## src/rtl/core/lsdmc_pkg.sv

```systemverilog
`timescale 1ns / 1ps
// ----------------------------------------------------------------------------
// Door motor controller package
// Field widths, codes and register indexes shared by the controller and its
// channel interfaces.
// ----------------------------------------------------------------------------
package lsdmc_pkg;

  localparam int unsigned OP_W       = 2;
  localparam int unsigned DIR_W      = 2;
  localparam int unsigned REASON_W   = 3;
  localparam int unsigned POS_W      = 2;
  localparam int unsigned STABLE_W   = 16;
  localparam int unsigned TMO_W      = 20;
  localparam int unsigned CNT_W      = 17;
  localparam int unsigned ELAP_W     = 20;
  localparam int unsigned CFG_IDX_W  = 2;
  localparam int unsigned CFG_DATA_W = 20;

  localparam logic [STABLE_W-1:0] STABLE_RESET = 16'd50;
  localparam logic [TMO_W-1:0]    TMO_RESET    = 20'd10000;
  localparam logic [CNT_W-1:0]    CNT_MAX      = {CNT_W{1'b1}};
  localparam logic [ELAP_W-1:0]   ELAP_MAX     = {ELAP_W{1'b1}};

  typedef enum logic [OP_W-1:0] {
    OP_TICK  = 2'd0,
    OP_OPEN  = 2'd1,
    OP_CLOSE = 2'd2
  } op_t;

  typedef enum logic [DIR_W-1:0] {
    DIR_NONE  = 2'd0,
    DIR_OPEN  = 2'd1,
    DIR_CLOSE = 2'd2
  } dir_t;

  typedef enum logic [REASON_W-1:0] {
    RSN_NONE     = 3'd0,
    RSN_OPENED   = 3'd1,
    RSN_CLOSED   = 3'd2,
    RSN_CONFLICT = 3'd3,
    RSN_TIMEOUT  = 3'd4
  } reason_t;

  typedef enum logic [POS_W-1:0] {
    POS_BETWEEN  = 2'd0,
    POS_OPEN     = 2'd1,
    POS_CLOSED   = 2'd2,
    POS_CONFLICT = 2'd3
  } pos_t;

  localparam logic [CFG_IDX_W-1:0] REG_SENSOR_STABLE = 2'd0;
  localparam logic [CFG_IDX_W-1:0] REG_MOTOR_TIMEOUT = 2'd1;

endpackage

```

## src/rtl/core/lsdmc_if.sv

```systemverilog
`timescale 1ns / 1ps
// ----------------------------------------------------------------------------
// Door motor controller channels
// Valid/ready channels for command beats and result beats.
// ----------------------------------------------------------------------------
interface lsdmc_in_if;
  logic                       valid;
  logic                       ready;
  logic [lsdmc_pkg::OP_W-1:0] op;
  logic                       open_sensor_level;
  logic                       closed_sensor_level;

  modport source (output valid, output op, output open_sensor_level,
                  output closed_sensor_level, input ready);
  modport sink   (input valid, input op, input open_sensor_level,
                  input closed_sensor_level, output ready);
endinterface

interface lsdmc_out_if;
  logic                           valid;
  logic                           ready;
  logic                           move_finished;
  logic                           move_success;
  logic [lsdmc_pkg::DIR_W-1:0]    ended_direction;
  logic [lsdmc_pkg::REASON_W-1:0] end_reason;
  logic [lsdmc_pkg::DIR_W-1:0]    motor_drive;
  logic [lsdmc_pkg::POS_W-1:0]    door_position;

  modport source (output valid, output move_finished, output move_success,
                  output ended_direction, output end_reason, output motor_drive,
                  output door_position, input ready);
  modport sink   (input valid, input move_finished, input move_success,
                  input ended_direction, input end_reason, input motor_drive,
                  input door_position, output ready);
endinterface

```

## src/rtl/core/limit_switch_door_motor_controller.sv

```systemverilog
`timescale 1ns / 1ps
// ----------------------------------------------------------------------------
// Limit switch door motor controller
// Qualifies two active-low hall sensors, drives the motor toward the target
// limit and reports how each move ends.
// ----------------------------------------------------------------------------
// Every command beat yields exactly one result beat in the cycle after it
// is accepted. A new beat is taken in every cycle, while the result register
// is empty or its beat is being taken in the same cycle, so the sustained
// rate is one beat per cycle. Sensor qualification, move timer and the end
// decision settle between the state registers and the result register.
// ----------------------------------------------------------------------------
module limit_switch_door_motor_controller (
  input  logic                                  clk,
  input  logic                                  rst_n,
  lsdmc_in_if.sink                              in_ch,
  lsdmc_out_if.source                           out_ch,
  input  logic                                  cfg_we,
  input  logic [lsdmc_pkg::CFG_IDX_W-1:0]       cfg_index,
  input  logic [lsdmc_pkg::CFG_DATA_W-1:0]      cfg_wdata
);
  import lsdmc_pkg::*;

  logic [STABLE_W-1:0] stable_r;
  logic [TMO_W-1:0]    timeout_r;

  dir_t              dir_r, dir_nxt;
  logic [ELAP_W-1:0] elapsed_r, elapsed_nxt;
  logic [CNT_W-1:0]  open_cnt_r, open_cnt_nxt, closed_cnt_r, closed_cnt_nxt;
  logic              open_seen_r, open_seen_nxt, closed_seen_r, closed_seen_nxt;

  logic    out_valid_r;
  logic    finished_r, finished_nxt;
  logic    success_r, success_nxt;
  dir_t    ended_r, ended_nxt;
  reason_t reason_r, reason_nxt;
  pos_t    pos_r, pos_nxt;

  logic accept;
  logic open_act, closed_act;
  op_t  op;

  assign in_ch.ready = !out_valid_r || out_ch.ready;
  assign accept      = in_ch.valid && in_ch.ready;
  assign op          = op_t'(in_ch.op);

  always_comb begin
    dir_nxt         = dir_r;
    elapsed_nxt     = elapsed_r;
    open_cnt_nxt    = open_cnt_r;
    open_seen_nxt   = open_seen_r;
    closed_cnt_nxt  = closed_cnt_r;
    closed_seen_nxt = closed_seen_r;
    finished_nxt    = 1'b0;
    success_nxt     = 1'b0;
    ended_nxt       = DIR_NONE;
    reason_nxt      = RSN_NONE;

    case (op)
      OP_OPEN: begin
        dir_nxt     = DIR_OPEN;
        elapsed_nxt = '0;
      end
      OP_CLOSE: begin
        dir_nxt     = DIR_CLOSE;
        elapsed_nxt = '0;
      end
      OP_TICK: begin
        if (!in_ch.open_sensor_level) begin
          open_seen_nxt = 1'b1;
          if (!open_seen_r) begin
            open_cnt_nxt = '0;
          end else if (open_cnt_r != CNT_MAX) begin
            open_cnt_nxt = open_cnt_r + 1'b1;
          end
        end else begin
          open_seen_nxt = 1'b0;
          open_cnt_nxt  = '0;
        end
        if (!in_ch.closed_sensor_level) begin
          closed_seen_nxt = 1'b1;
          if (!closed_seen_r) begin
            closed_cnt_nxt = '0;
          end else if (closed_cnt_r != CNT_MAX) begin
            closed_cnt_nxt = closed_cnt_r + 1'b1;
          end
        end else begin
          closed_seen_nxt = 1'b0;
          closed_cnt_nxt  = '0;
        end
      end
      default: begin
      end
    endcase

    open_act   = open_seen_nxt && (open_cnt_nxt >= {1'b0, stable_r});
    closed_act = closed_seen_nxt && (closed_cnt_nxt >= {1'b0, stable_r});
    case ({open_act, closed_act})
      2'b11:   pos_nxt = POS_CONFLICT;
      2'b10:   pos_nxt = POS_OPEN;
      2'b01:   pos_nxt = POS_CLOSED;
      default: pos_nxt = POS_BETWEEN;
    endcase

    if (op == OP_TICK && dir_r != DIR_NONE) begin
      if (elapsed_r != ELAP_MAX) begin
        elapsed_nxt = elapsed_r + 1'b1;
      end
      if (pos_nxt == POS_CONFLICT) begin
        finished_nxt = 1'b1;
        reason_nxt   = RSN_CONFLICT;
      end else if (dir_r == DIR_OPEN && pos_nxt == POS_OPEN) begin
        finished_nxt = 1'b1;
        success_nxt  = 1'b1;
        reason_nxt   = RSN_OPENED;
      end else if (dir_r == DIR_CLOSE && pos_nxt == POS_CLOSED) begin
        finished_nxt = 1'b1;
        success_nxt  = 1'b1;
        reason_nxt   = RSN_CLOSED;
      end else if (elapsed_nxt >= timeout_r) begin
        finished_nxt = 1'b1;
        reason_nxt   = RSN_TIMEOUT;
      end
      if (finished_nxt) begin
        ended_nxt = dir_r;
        dir_nxt   = DIR_NONE;
      end
    end
  end

  always_ff @(posedge clk) begin
    if (!rst_n) begin
      stable_r  <= STABLE_RESET;
      timeout_r <= TMO_RESET;
    end else if (cfg_we) begin
      if (cfg_index == REG_SENSOR_STABLE) begin
        stable_r <= cfg_wdata[STABLE_W-1:0];
      end else if (cfg_index == REG_MOTOR_TIMEOUT) begin
        timeout_r <= cfg_wdata[TMO_W-1:0];
      end
    end
  end

  always_ff @(posedge clk) begin
    if (!rst_n) begin
      dir_r         <= DIR_NONE;
      elapsed_r     <= '0;
      open_cnt_r    <= '0;
      open_seen_r   <= 1'b0;
      closed_cnt_r  <= '0;
      closed_seen_r <= 1'b0;
    end else if (accept) begin
      dir_r         <= dir_nxt;
      elapsed_r     <= elapsed_nxt;
      open_cnt_r    <= open_cnt_nxt;
      open_seen_r   <= open_seen_nxt;
      closed_cnt_r  <= closed_cnt_nxt;
      closed_seen_r <= closed_seen_nxt;
    end
  end

  always_ff @(posedge clk) begin
    if (!rst_n) begin
      out_valid_r <= 1'b0;
    end else if (in_ch.ready) begin
      out_valid_r <= in_ch.valid;
    end
  end

  always_ff @(posedge clk) begin
    if (accept) begin
      finished_r <= finished_nxt;
      success_r  <= success_nxt;
      ended_r    <= ended_nxt;
      reason_r   <= reason_nxt;
      pos_r      <= pos_nxt;
    end
  end

  assign out_ch.valid           = out_valid_r;
  assign out_ch.move_finished   = finished_r;
  assign out_ch.move_success    = success_r;
  assign out_ch.ended_direction = ended_r;
  assign out_ch.end_reason      = reason_r;
  assign out_ch.motor_drive     = dir_r;
  assign out_ch.door_position   = pos_r;

  a_end_stops_motor: assert property (@(posedge clk) disable iff (!rst_n)
    out_valid_r && finished_r |-> dir_r == DIR_NONE)
    else $error("motor still driven after a move ended");

  a_success_reason: assert property (@(posedge clk) disable iff (!rst_n)
    out_valid_r && success_r |->
      finished_r && (reason_r == RSN_OPENED || reason_r == RSN_CLOSED))
    else $error("success reported without a reached limit");

  a_no_end_quiet: assert property (@(posedge clk) disable iff (!rst_n)
    out_valid_r && !finished_r |-> ended_r == DIR_NONE && reason_r == RSN_NONE)
    else $error("end fields set on a beat that ended no move");

  a_start_drives: assert property (@(posedge clk) disable iff (!rst_n)
    accept && (op == OP_OPEN || op == OP_CLOSE) |=>
      dir_r == dir_t'($past(in_ch.op)) && elapsed_r == '0)
    else $error("start command did not set direction and clear timer");

endmodule

```

## src/flat_wrapper.sv

```systemverilog
// flat-port wrapper written by rule: the top's interface ports become plain ports
module limit_switch_door_motor_controller_flat import lsdmc_pkg::*;
  (clk, rst_n, cfg_we, cfg_index, cfg_wdata, in_ch_valid, in_ch_op, in_ch_open_sensor_level, in_ch_closed_sensor_level, in_ch_ready, out_ch_valid, out_ch_move_finished, out_ch_move_success, out_ch_ended_direction, out_ch_end_reason, out_ch_motor_drive, out_ch_door_position, out_ch_ready);
  lsdmc_in_if in_ch_i ();
  lsdmc_out_if out_ch_i ();
  input  logic clk;
  input  logic rst_n;
  input  logic cfg_we;
  input  logic [lsdmc_pkg::CFG_IDX_W-1:0] cfg_index;
  input  logic [lsdmc_pkg::CFG_DATA_W-1:0] cfg_wdata;
  input wire logic [$bits(in_ch_i.valid)-1:0] in_ch_valid;
  input wire logic [$bits(in_ch_i.op)-1:0] in_ch_op;
  input wire logic [$bits(in_ch_i.open_sensor_level)-1:0] in_ch_open_sensor_level;
  input wire logic [$bits(in_ch_i.closed_sensor_level)-1:0] in_ch_closed_sensor_level;
  output wire logic [$bits(in_ch_i.ready)-1:0] in_ch_ready;
  output wire logic [$bits(out_ch_i.valid)-1:0] out_ch_valid;
  output wire logic [$bits(out_ch_i.move_finished)-1:0] out_ch_move_finished;
  output wire logic [$bits(out_ch_i.move_success)-1:0] out_ch_move_success;
  output wire logic [$bits(out_ch_i.ended_direction)-1:0] out_ch_ended_direction;
  output wire logic [$bits(out_ch_i.end_reason)-1:0] out_ch_end_reason;
  output wire logic [$bits(out_ch_i.motor_drive)-1:0] out_ch_motor_drive;
  output wire logic [$bits(out_ch_i.door_position)-1:0] out_ch_door_position;
  input wire logic [$bits(out_ch_i.ready)-1:0] out_ch_ready;
  assign in_ch_i.valid = in_ch_valid;
  assign in_ch_i.op = in_ch_op;
  assign in_ch_i.open_sensor_level = in_ch_open_sensor_level;
  assign in_ch_i.closed_sensor_level = in_ch_closed_sensor_level;
  assign in_ch_ready = in_ch_i.ready;
  assign out_ch_valid = out_ch_i.valid;
  assign out_ch_move_finished = out_ch_i.move_finished;
  assign out_ch_move_success = out_ch_i.move_success;
  assign out_ch_ended_direction = out_ch_i.ended_direction;
  assign out_ch_end_reason = out_ch_i.end_reason;
  assign out_ch_motor_drive = out_ch_i.motor_drive;
  assign out_ch_door_position = out_ch_i.door_position;
  assign out_ch_i.ready = out_ch_ready;
  limit_switch_door_motor_controller u_core (.clk(clk), .rst_n(rst_n), .in_ch(in_ch_i), .out_ch(out_ch_i), .cfg_we(cfg_we), .cfg_index(cfg_index), .cfg_wdata(cfg_wdata));
endmodule
```

## config.mk

```make
export PLATFORM = sky130hd
export DESIGN_NAME = limit_switch_door_motor_controller_flat
export DESIGN_NICKNAME = d
export VERILOG_FILES = /design/src/rtl/core/lsdmc_pkg.sv /design/src/rtl/core/lsdmc_if.sv /design/src/rtl/core/limit_switch_door_motor_controller.sv /design/src/flat_wrapper.sv
export SDC_FILE = /design/constraint.sdc
export NUM_CORES = 1
export LEC_CHECK = 0
export BUFFER_PORTS_ARGS = -buffer_cell sky130_fd_sc_hd__buf_2
export CORE_UTILIZATION = 50
export DETAILED_ROUTE_END_ITERATION = 10
export PLACE_DENSITY = 0.7
export SYNTH_ARGS = -nofsm -noshare
export SYNTH_HDL_FRONTEND = slang
export SYNTH_SLANG_ARGS = --single-unit
```

## constraint.sdc

```tcl
create_clock -name clk -period 9.66 [get_ports clk]
set_input_delay 1.932 -clock clk [delete_from_list [all_inputs] [get_ports clk]]
set_output_delay 1.932 -clock clk [all_outputs]
set_load 0.03 [all_outputs]
```

==> out/results.ini, run 1 <==
[run_status]
status=finished, final reports clean

[layout]
fin_nets=993
area_growth_pct=8.89
nFillCells=1256
multiInputGateArea_mm2=0.00432
layout-drive-gt1-share_pct=10.4
ff_latch_area_mm2=0.00217
finalNonFillerCells=1084
diodes=0

[logic_synthesis]
ys_warn_count=0
synth_cell_types=73
netlist.area_leader.share_pct=27.8
synth_area_leaders=dfxtp_1 (28%), ha_1 (11%), nand2_1 (7.8%)
syn-num-nets=981
syn_avg_cell_area_um2=7.66
yosysTopAreaCell=dfxtp_1
ys_seq_area_share_pct=31.8
ys_ff_latch=104
synth-edff-count=9
netlist_area_mm2=0.00683
synthFlopType=dfxtp_1
syn_inst=892
async_flop_share_pct=0

[power_and_ir_drop]
irDropWorstVdd_v=0.000117
p_leak_nw=2.87
cellPowerDensity_mw_per_mm2=125

[floorplan]
dieArea_mm2=0.0141
fp.dieH_um=119
core-area_mm2=0.0133
fp.dieW_um=119
rows=42
initial_core_util_pct=51.4
num_io_pins=44

[detailed_routing]
detail_route.wl_per_cell_um=16.2
viasPerCell=5.97
num_vias=6469
drc=0
routed_wl_mm=17.5
ant_nets=0
drtIter0Drc=566
drt_first_pass_iters=5

[worst_setup_path]
cp_max_fo=12
worst_path_most_repeated_cell=ha_1
slowest_delay_ns=0.56
r2r-start=u_core.open_cnt_r[0]
crit_family=simple AND/OR/NAND/NOR gates
crit_required_ns=9.77
cp-end-kind=register
cp_num_buf_inv=2
path_cells=buf_2, inv_1, ha_1, or4_1, or3_1, nand2_1, o21ai_0, ha_1, nand2b_1, a31oi_1, o211ai_1, a221oi_1, o21a_1, o21ai_1, and3_1
slowest_stage=or4_1
crit_path_start_kind=input pin
critPathKind=in2reg
timing.critical_path.from=in_ch_op[0]
cp.arrival_ns=5.63

[clocking]
cts_setup_buffers=0
cts_resized=0
clock_latency_ns=0.36
clk_pin_slew_worst_paths_ns=0.07
cts_hold_buf=0
cts_tree=yes
clock_path_buffers=2
cts.htree.levels=3
cts-buffers-inserted=9
clock-sinks=104
root_buffer=clkbuf_16

[timing]
rsz0062_at_grt=no
fmax_mhz=181
slew-limit-headroom_pct=26.7
slew_violations=0
worst_slew_pin_slew_ns=1.10
min_period_over_period_pct=57.1
setup_violations=0
fin_worst_skew_ns=0.00889
setup_tns_ns=0
hold_viol_final=0
min_period_ns=5.52

[worst_hold_path]
hp-class=reg2reg
min_from=u_core.stable_r[11]

[grt]
grt_overflow=0
grt.total_usage_pct=26.0
grt_max_degree=59
grt_pass1_wl_mm=29.4
grt_pass1_vias=5883
antenna_found_initial=0

[flow_run]
max-cap-violations=0

[placement]
gp_congestion=0.918
io_buffers=43
hpwl_mm=12.5
dp_cells=1069

==> synth_stat cells, types with 4 or more instances <==
cell      instances
o211ai_1         14
nor3_1           19
and4_1           10
ha_1             58
o21ai_0          56
mux2i_1           8
clkbuf_1         42
a21oi_1          83
o31ai_1          12
nand4_1          10
a22oi_1          18
and3_1           13
a21o_1            9
inv_1            45
a31o_2            4
xnor2_1           5
or3_1            10
mux2_2            5
edfxtp_1          9
nor2_1           82
and2_1            4
nand2_1         141
nand3_1          25
a221oi_1          4
dfxtp_1          95
nand2b_1         10
a22o_1            9
a211oi_1          9
a31oi_1           8
a41oi_1           4
==> metrics by stage <==
stage / power, W / cell area [µm²] / util, % / hold WS, ns / setup WS, ns
3_5_place_dp: 0.000556 / 7130 / 53.7 / 0.447 / 3.78
2_1_floorplan: 0.000524 / 6830 / - / 0.436 / 4.47
6_report: 0.000927 / 7440 / 55.9 / 0.454 / 4.14
3_3_place_gp: 0.000556 / 7130 / 53.7 / 0.442 / 3.84
5_1_grt: 0.000967 / 7440 / 55.9 / 0.475 / 3.88
4_1_cts: 0.000936 / 7440 / 55.9 / 0.458 / 4.15
==> routing by layer <==
metal | vias to the layer above | GRT usage [%] | wire (µm)
met3 | 28 | 4.98 | 908
met4 | 0 | 8.15 | 277
met5 | - | 0 | 0
li1 | 3249 | - | -
met2 | 216 | 43.5 | 8490
met1 | 2976 | 33.6 | 7850
==> report_power, final <==
| part | internal [W] | switching, W | leakage (nW) | total, W |
|---|---|---|---|---|
| Clock | 0.000210 | 0.000170 | 0.147 | 0.000380 |
| Sequential | 0.000445 | 0.00000736 | 0.862 | 0.000453 |
| Combinational | 0.0000310 | 0.0000637 | 1.86 | 0.0000947 |
| Total | 0.000686 | 0.000242 | 2.87 | 0.000927 |
==> flip-flops by register name, summed over array words and instances (netlist names) <==
register,cells
u_core.closed_cnt_r,17
u_core.closed_seen_r,1
u_core.elapsed_r,20
u_core.open_cnt_r,17
u_core.open_seen_r,1
u_core.out_ch.door_position,2
u_core.out_ch.end_reason,3
u_core.out_ch.ended_direction,2
u_core.out_ch.motor_drive,2
u_core.out_ch.move_finished,1
u_core.out_ch.move_success,1
u_core.out_ch.valid,1
u_core.stable_r,16
u_core.timeout_r,20
==> logic make-up (layout without fill, tap and decap cells) <==
group,count (synthesis),count (layout),share of synthesized area [%]
xor+xnor,6,6,0.770
flops,104,104,31.8
simple gates,349,349,24.1
buf+inv,93,109,5.24
compound gates,269,269,25.5
fa+ha+maj,58,58,10.6
mux,13,13,2.00
==> cells in the final DEF, fill, tap and decap left out, types with 12 or more instances in the layout <==
master	netlist	final
nor2_1	82	82
o21ai_0	56	56
o31ai_1	12	12
inv_1	45	45
ha_1	58	58
a21oi_1	83	83
nor3_1	19	18
dfxtp_1	95	95
nand2_1	141	141
and3_1	13	13
nand3_1	25	25
buf_2	3	43
a22oi_1	18	18
o211ai_1	14	14
==> tightest hold or removal path, stage by stage, from the launching register on <==
cell     delay (ns)
dfxtp_1        0.31
nand2_1        0.05
a21oi_1        0.05
==> area by class of cell <==
cell class,count,share of cell area [%]
multi-input combinational,695,58.0
inverter,46,2.32
sequential,104,29.2
timing repair buffer,48,3.40
tap,176,2.96
clock buffer,10,3.21
clock inverter,5,0.858
==> worst paths after layout <==
path                                      end  slack [ns]  cells past startpoint
max reg2reg  u_core.out_ch.ended_direction[1]        5.22                     15
max          u_core.out_ch.ended_direction[1]        4.14                     15
min                       u_core.stable_r[11]        0.45                      2
min reg2reg               u_core.stable_r[11]        0.45                      2
Note: power is estimated with default switching activity, not from simulation.
==> inputs of run 2 (changes only) <==
--- a/config.mk
+++ b/config.mk
@@ -8,7 +8,7 @@
 export BUFFER_PORTS_ARGS = -buffer_cell sky130_fd_sc_hd__buf_2
 export CORE_UTILIZATION = 50
 export DETAILED_ROUTE_END_ITERATION = 10
-export PLACE_DENSITY = 0.7
+export PLACE_DENSITY = 0.72
 export SYNTH_ARGS = -nofsm -noshare
 export SYNTH_HDL_FRONTEND = slang
 export SYNTH_SLANG_ARGS = --single-unit
==> constraint.sdc (replaced) <==
create_clock -name clk -period 4.6 [get_ports clk]
set_input_delay 0.92 -clock clk [delete_from_list [all_inputs] [get_ports clk]]
set_output_delay 0.92 -clock clk [all_outputs]
set_load 0.03 [all_outputs]
==> out/results.ini, run 2 (synthesized netlist as in run 1, its figures left out) <==
[run_status]
status=finished, final reports clean

[grt]
antenna_found_initial=0  ; unchanged
grt_pass1_wl_mm=30.1  ; +2.4%
grt_overflow=0  ; unchanged
grt_pass1_vias=6041  ; +2.7%
grt_max_degree=48  ; -19%
grt.total_usage_pct=26.8  ; +0.78 points

[detailed_routing]
routed_wl_mm=18.2  ; +4.0%
detail_route.wl_per_cell_um=16.6  ; +2.8%
drt_first_pass_iters=7  ; +2
drc=0  ; unchanged
route.met3.wl_mm=1.08  ; +19%
top_layer_used=met4
drtIter0Drc=495  ; -13%
ant_nets=0  ; unchanged
viasPerCell=5.97  ; about the same
wl_met1_mm=8.04  ; +2.4%
wl_met2_mm=8.73  ; +2.9%
num_vias=6547  ; +1.2%

[floorplan]
dieArea_mm2=0.0141  ; unchanged
initial_core_util_pct=51.4  ; unchanged
fp.dieW_um=119  ; unchanged
rows=42  ; unchanged
num_io_pins=44  ; unchanged
fp.dieH_um=119  ; unchanged
core-area_mm2=0.0133  ; unchanged

[power_and_ir_drop]
irDropWorstVdd_v=0.000187  ; +60%
p_leak_nw=2.94  ; +2.4%
power.share.sequential_pct=46.9  ; -1.9 points
switching_share_pct=26.4  ; +0.33 points
p_total_w=0.00203  ; +120%
cellPowerDensity_mw_per_mm2=269  ; +120%
internal-power_w=0.00149  ; +120%
p_switching_w=0.000535  ; +120%
clkPwrFrac_pct=43.1  ; +2.1 points
p_comb_share_pct=10.1  ; about the same

[layout]
most-common-layout-cells=nand2_1 (141), dfxtp_1 (95), a21oi_1 (83)
area_growth_pct=10.6
layout-drive-gt1-share_pct=11.6  ; +1.3 points
diodes=0  ; unchanged
fin_nets=1005  ; +1.2%
stdcell_area_mm2=0.00755  ; +1.5%
layout_commonest_cell=nand2_1
reg_top3=u_core.elapsed_r x20, u_core.timeout_r x20
finalNonFillerCells=1097  ; +1.2%

[timing]
setup_violations=0  ; unchanged
slew_violations=0  ; unchanged
rsz0062_at_grt=no
slew-limit-headroom_pct=28.9  ; +2.3 points
worst_slew_pin_slew_ns=1.06  ; -0.0339 ns
setup_tns_ns=0  ; unchanged
fmax_mhz=234
fin_worst_skew_ns=0.00465  ; -0.00425 ns
hold_viol_final=0  ; unchanged
min_period_ns=4.27
min_period_over_period_pct=92.8

[worst_setup_path]
critPathKind=reg2reg
crit_family=simple AND/OR/NAND/NOR gates
path_cells=ha_1, nand3_1, or3_1, nor2_1, and3_1, o21ai_0, a22o_1, ha_1, nand3_1, or3_1, nor4_1, a21oi_1, a31o_2, o21ai_1, and3_1
slowest_stage=dfxtp_1
slowest_delay_ns=0.46  ; -0.10 ns
cp_num_buf_inv=0  ; -2
cp-end-kind=register
crit_required_ns=4.83  ; -4.94 ns
crit_path_start_kind=register
cp.arrival_ns=4.50  ; -1.13 ns
cp_max_fo=8  ; -4

[placement]
dpl_cell_area_mm2=0.00722  ; +1.2%
dp_cells=1081  ; +1.1%
gp_congestion=0.911  ; -0.82%
io_buffers=43  ; unchanged
hpwl_mm=13.3  ; +6.3%

[clocking]
clock-sinks=104  ; unchanged
cts_hold_buf=0  ; unchanged
root_buffer=clkbuf_16
clock_path_buffers=2  ; unchanged
cts_resized=0  ; unchanged
cts-buffers-inserted=9  ; unchanged
cts.htree.levels=3  ; unchanged
clk_pin_slew_worst_paths_ns=0.08  ; about the same
clock_latency_ns=0.36  ; about the same
cts_setup_buffers=0  ; unchanged
cts_tree=yes

[worst_hold_path]
hp-class=reg2reg

[flow_run]
max-cap-violations=0  ; unchanged

==> run 2: cell types whose count changed in the layout (fill, tap and decap cells not counted) <==
cell,change
nor3_2,+1
bufinv_16,+1
clkinv_4,+1
clkinvlp_4,-1
clkbuf_8,-1
buf_4,+12
inv_8,+1
nor3_4,-1
inv_6,+1
inv_4,-1
==> run 2: worst paths after layout <==
path | from | end | slack, ns | cells after the start
min | u_core.timeout_r[19] | u_core.timeout_r[19] | 0.45 | 2
min reg2reg | u_core.timeout_r[19] | u_core.timeout_r[19] | 0.45 | 2
max reg2reg | u_core.open_cnt_r[0] | u_core.out_ch.ended_direction[0] | 0.33 | 15
max | u_core.open_cnt_r[0] | u_core.out_ch.ended_direction[0] | 0.33 | 15
==> run 2: area by class of cell <==
class | count | area [µm²]
clock inverters | 7 | 109
repair buffers | 60 | 343
clock buffers | 9 | 225
flip-flops and latches | 104 | 2170
well taps | 176 | 220
multi-input cells | 695 | 4310
fillers | 1234 | 5740
inverters | 46 | 173
==> run 2: power groups by stage <==
stage	logic (W)	registers, W	clock network, W
5_1_grt	0.000226	0.000953	0.000920
4_1_cts	0.000204	0.000950	0.000887
2_1_floorplan	0.000124	0.000977	0
3_3_place_gp	0.000201	0.000971	0
3_5_place_dp	0.000202	0.000971	0
6_report	0.000204	0.000951	0.000874
==> run 2: through the flow <==
stage / worst slack, ns / util, % / hold slack [ns]
finish: 0.333 / 56.8 / 0.455
global route: 0.0506 / 56.8 / 0.476
CTS: 0.367 / 56.8 / 0.458
detailed placement: 0.247 / 54.3 / 0.447
global placement: 0.363 / 54.3 / 0.442
floorplan: 0.421 / - / 0.436
==> run 2: per-layer routing <==
layer,global-route usage (%),vias up
li1,-,3287
met1,34.5,3015
met2,45.5,218
met3,4.89,27
met4,7.83,0
met5,0,-
==> run 2: tightest hold or removal path, cell delays in order, from the launching register on <==
cell     delay [ns]
dfxtp_1        0.31
nand2_1        0.05
a21oi_1        0.05
==> inputs of run 3 (changes only) <==
--- a/config.mk
+++ b/config.mk
@@ -6,9 +6,11 @@
 export NUM_CORES = 1
 export LEC_CHECK = 0
 export BUFFER_PORTS_ARGS = -buffer_cell sky130_fd_sc_hd__buf_2
+export CAP_MARGIN = 20
 export CORE_UTILIZATION = 50
 export DETAILED_ROUTE_END_ITERATION = 10
 export PLACE_DENSITY = 0.72
+export REMOVE_ABC_BUFFERS = 1
 export SYNTH_ARGS = -nofsm -noshare
 export SYNTH_HDL_FRONTEND = slang
 export SYNTH_SLANG_ARGS = --single-unit
==> out/results.ini, run 3 (synthesized netlist as in run 1, its figures left out) <==
[worst_setup_path]
path_cells=ha_1, nand3_1, or3_1, nor2_1, and3_1, o21ai_0, a22o_1, ha_1, nand3_1, or3_1, nor4_1, a21oi_1, a31o_2, o21ai_2, and3_1
cp-end-kind=register
crit_required_ns=4.84  ; about the same
slowest_stage=dfxtp_1
cp_num_buf_inv=0  ; unchanged
cp_max_fo=8  ; unchanged
crit_path_start_kind=register
crit_family=simple AND/OR/NAND/NOR gates
slowest_delay_ns=0.46  ; about the same
cp.arrival_ns=4.39  ; -0.11 ns
critPathKind=reg2reg

[power_and_ir_drop]
switching_share_pct=27.3  ; +0.95 points
irDropWorstVdd_v=0.000251  ; +34%
p_total_w=0.00190  ; -6.5%
clkPwrFrac_pct=39.0  ; -4.1 points
p_comb_share_pct=10.9  ; +0.8 points
cellPowerDensity_mw_per_mm2=252  ; -6.1%
p_leak_nw=2.91  ; -0.84%
power.share.sequential_pct=50.2  ; +3.3 points
p_switching_w=0.000518  ; -3.2%
internal-power_w=0.00138  ; -7.7%

[detailed_routing]
drtIter0Drc=662  ; +34%
routed_wl_mm=18.3  ; +0.58%
num_vias=6541  ; -0.092%
ant_nets=0  ; unchanged
drc=0  ; unchanged
viasPerCell=5.96  ; about the same
drt_first_pass_iters=6  ; -1
detail_route.wl_per_cell_um=16.7  ; +0.58%

[layout]
layout_commonest_cell=nand2_1
fin_nets=1006  ; +0.10%
fin_util_pct=56.5  ; -0.28 points
nFillCells=1276  ; +3.4%
area_growth_pct=10.0
stdcell_area_mm2=0.00751  ; -0.50%
diodes=0  ; unchanged
multiInputGateArea_mm2=0.00432  ; +0.17%
layout-drive-gt1-share_pct=11.5  ; -0.11 points
ff_latch_area_mm2=0.00217  ; unchanged
most-common-layout-cells=nand2_1 (141), dfxtp_1 (95), nor2_1 (82), a21oi_1 (82), ha_1 (58)
reg_top3=u_core.elapsed_r x20, u_core.timeout_r x20

[timing]
setup_violations=0  ; unchanged
hold_viol_final=0  ; unchanged
slew_violations=0  ; unchanged
setup_tns_ns=0  ; unchanged
rsz0062_at_grt=no
min_period_over_period_pct=90.2  ; -2.5 points
worst_slew_pin_slew_ns=0.935  ; -0.127 ns
fmax_mhz=241  ; +2.8%
fin_ws_ns=0.449  ; +0.116 ns
slew-limit-headroom_pct=37.5  ; +8.5 points
min_period_ns=4.15  ; -0.116 ns
fin_worst_skew_ns=0.0153  ; +0.0107 ns

[placement]
io_buffers=43  ; unchanged
gp_congestion=0.943  ; +3.5%
dpl_cell_area_mm2=0.00723  ; +0.17%
post-place-ws_ns=0.289  ; +0.0423 ns
hpwl_mm=13.2  ; -0.82%

[clocking]
clock-sinks=104  ; unchanged
cts_tree=yes
clock_latency_ns=0.37  ; about the same
clk_pin_slew_worst_paths_ns=0.07  ; about the same
clock_path_buffers=2  ; unchanged
cts-buffers-inserted=9  ; unchanged
root_buffer=clkbuf_16
cts.htree.levels=3  ; unchanged
cts_hold_buf=0  ; unchanged

[floorplan]
core-area_mm2=0.0133  ; unchanged
rows=42  ; unchanged
initial_core_util_pct=51.4  ; unchanged
fp.dieW_um=119  ; unchanged
num_io_pins=44  ; unchanged
fp.dieH_um=119  ; unchanged
dieArea_mm2=0.0141  ; unchanged

[grt]
grt_overflow=0  ; unchanged
antenna_found_initial=0  ; unchanged
grt_util_met1_pct=34.5  ; +0.047 points
met3_usage_pct=6.27  ; +1.4 points
grt.met2_usage_pct=42.2  ; -3.3 points
gr-max-usage-layer=met2
grt_pass1_vias=5930  ; -1.8%
grt.total_usage_pct=26.7  ; -0.10 points
grt_max_degree=46  ; -4.2%
grt_pass1_wl_mm=29.6  ; -1.7%

[worst_hold_path]
hp-class=reg2reg

[flow_run]
max-cap-violations=0  ; unchanged

[run_status]
status=finished, final reports clean

run 3: final cells by class:
type                    instances  share of cell area [%]
well taps                     176                    2.93
clock buffers                  12                    3.15
flip-flops and latches        104                    28.9
multi-input cells             695                    57.5
repair buffers                 61                    4.88
clock inverters                 3                   0.383
inverters                      46                    2.30
run 3: tightest hold or removal path: stages, from the launching register on:
cell and delay [ns]:
dfxtp_1 0.31, nand2_1 0.05, a21oi_1 0.05
run 3: power groups by stage:
stage	registers [W]	logic, W	clock network [W]
2_1_floorplan	0.000978	0.000114	0
3_3_place_gp	0.000971	0.000200	0
3_5_place_dp	0.000971	0.000202	0
4_1_cts	0.000950	0.000203	0.000754
5_1_grt	0.000954	0.000228	0.000793
6_report	0.000951	0.000206	0.000739
run 3: metal layers:
layer | share of wire (%) | up-vias | wire length [µm]
li1 | - | 3269 | -
met1 | 45 | 3003 | 8300
met2 | 45 | 229 | 8290
met3 | 6.3 | 40 | 1150
met4 | 3.3 | 0 | 597
met5 | 0 | - | 0
run 3: per-stage QoR:
step	instances	hold WS, ns
global placement	1081	0.444
CTS	1096	0.456
finish	1097	0.456
global route	1097	0.473
detailed placement	1081	0.447
floorplan	845	0.436
run 3: worst paths after layout:
| kind | startpoint | to | slack [ns] | depth (start not counted) |
|---|---|---|---|---|
| setup / recovery | u_core.open_cnt_r[0] | u_core.out_ch.ended_direction[1] | 0.45 | 15 |
| hold / removal | u_core.timeout_r[2] | u_core.timeout_r[2] | 0.46 | 2 |
| setup reg to reg | u_core.open_cnt_r[0] | u_core.out_ch.ended_direction[1] | 0.45 | 15 |
| hold reg to reg | u_core.timeout_r[2] | u_core.timeout_r[2] | 0.46 | 2 |
run 3: timing repair:
item                                    4_1_cts  5_1_grt
resized for setup                             0        2
endpoints found under the setup margin        0        4
setup buffers                                 0        0
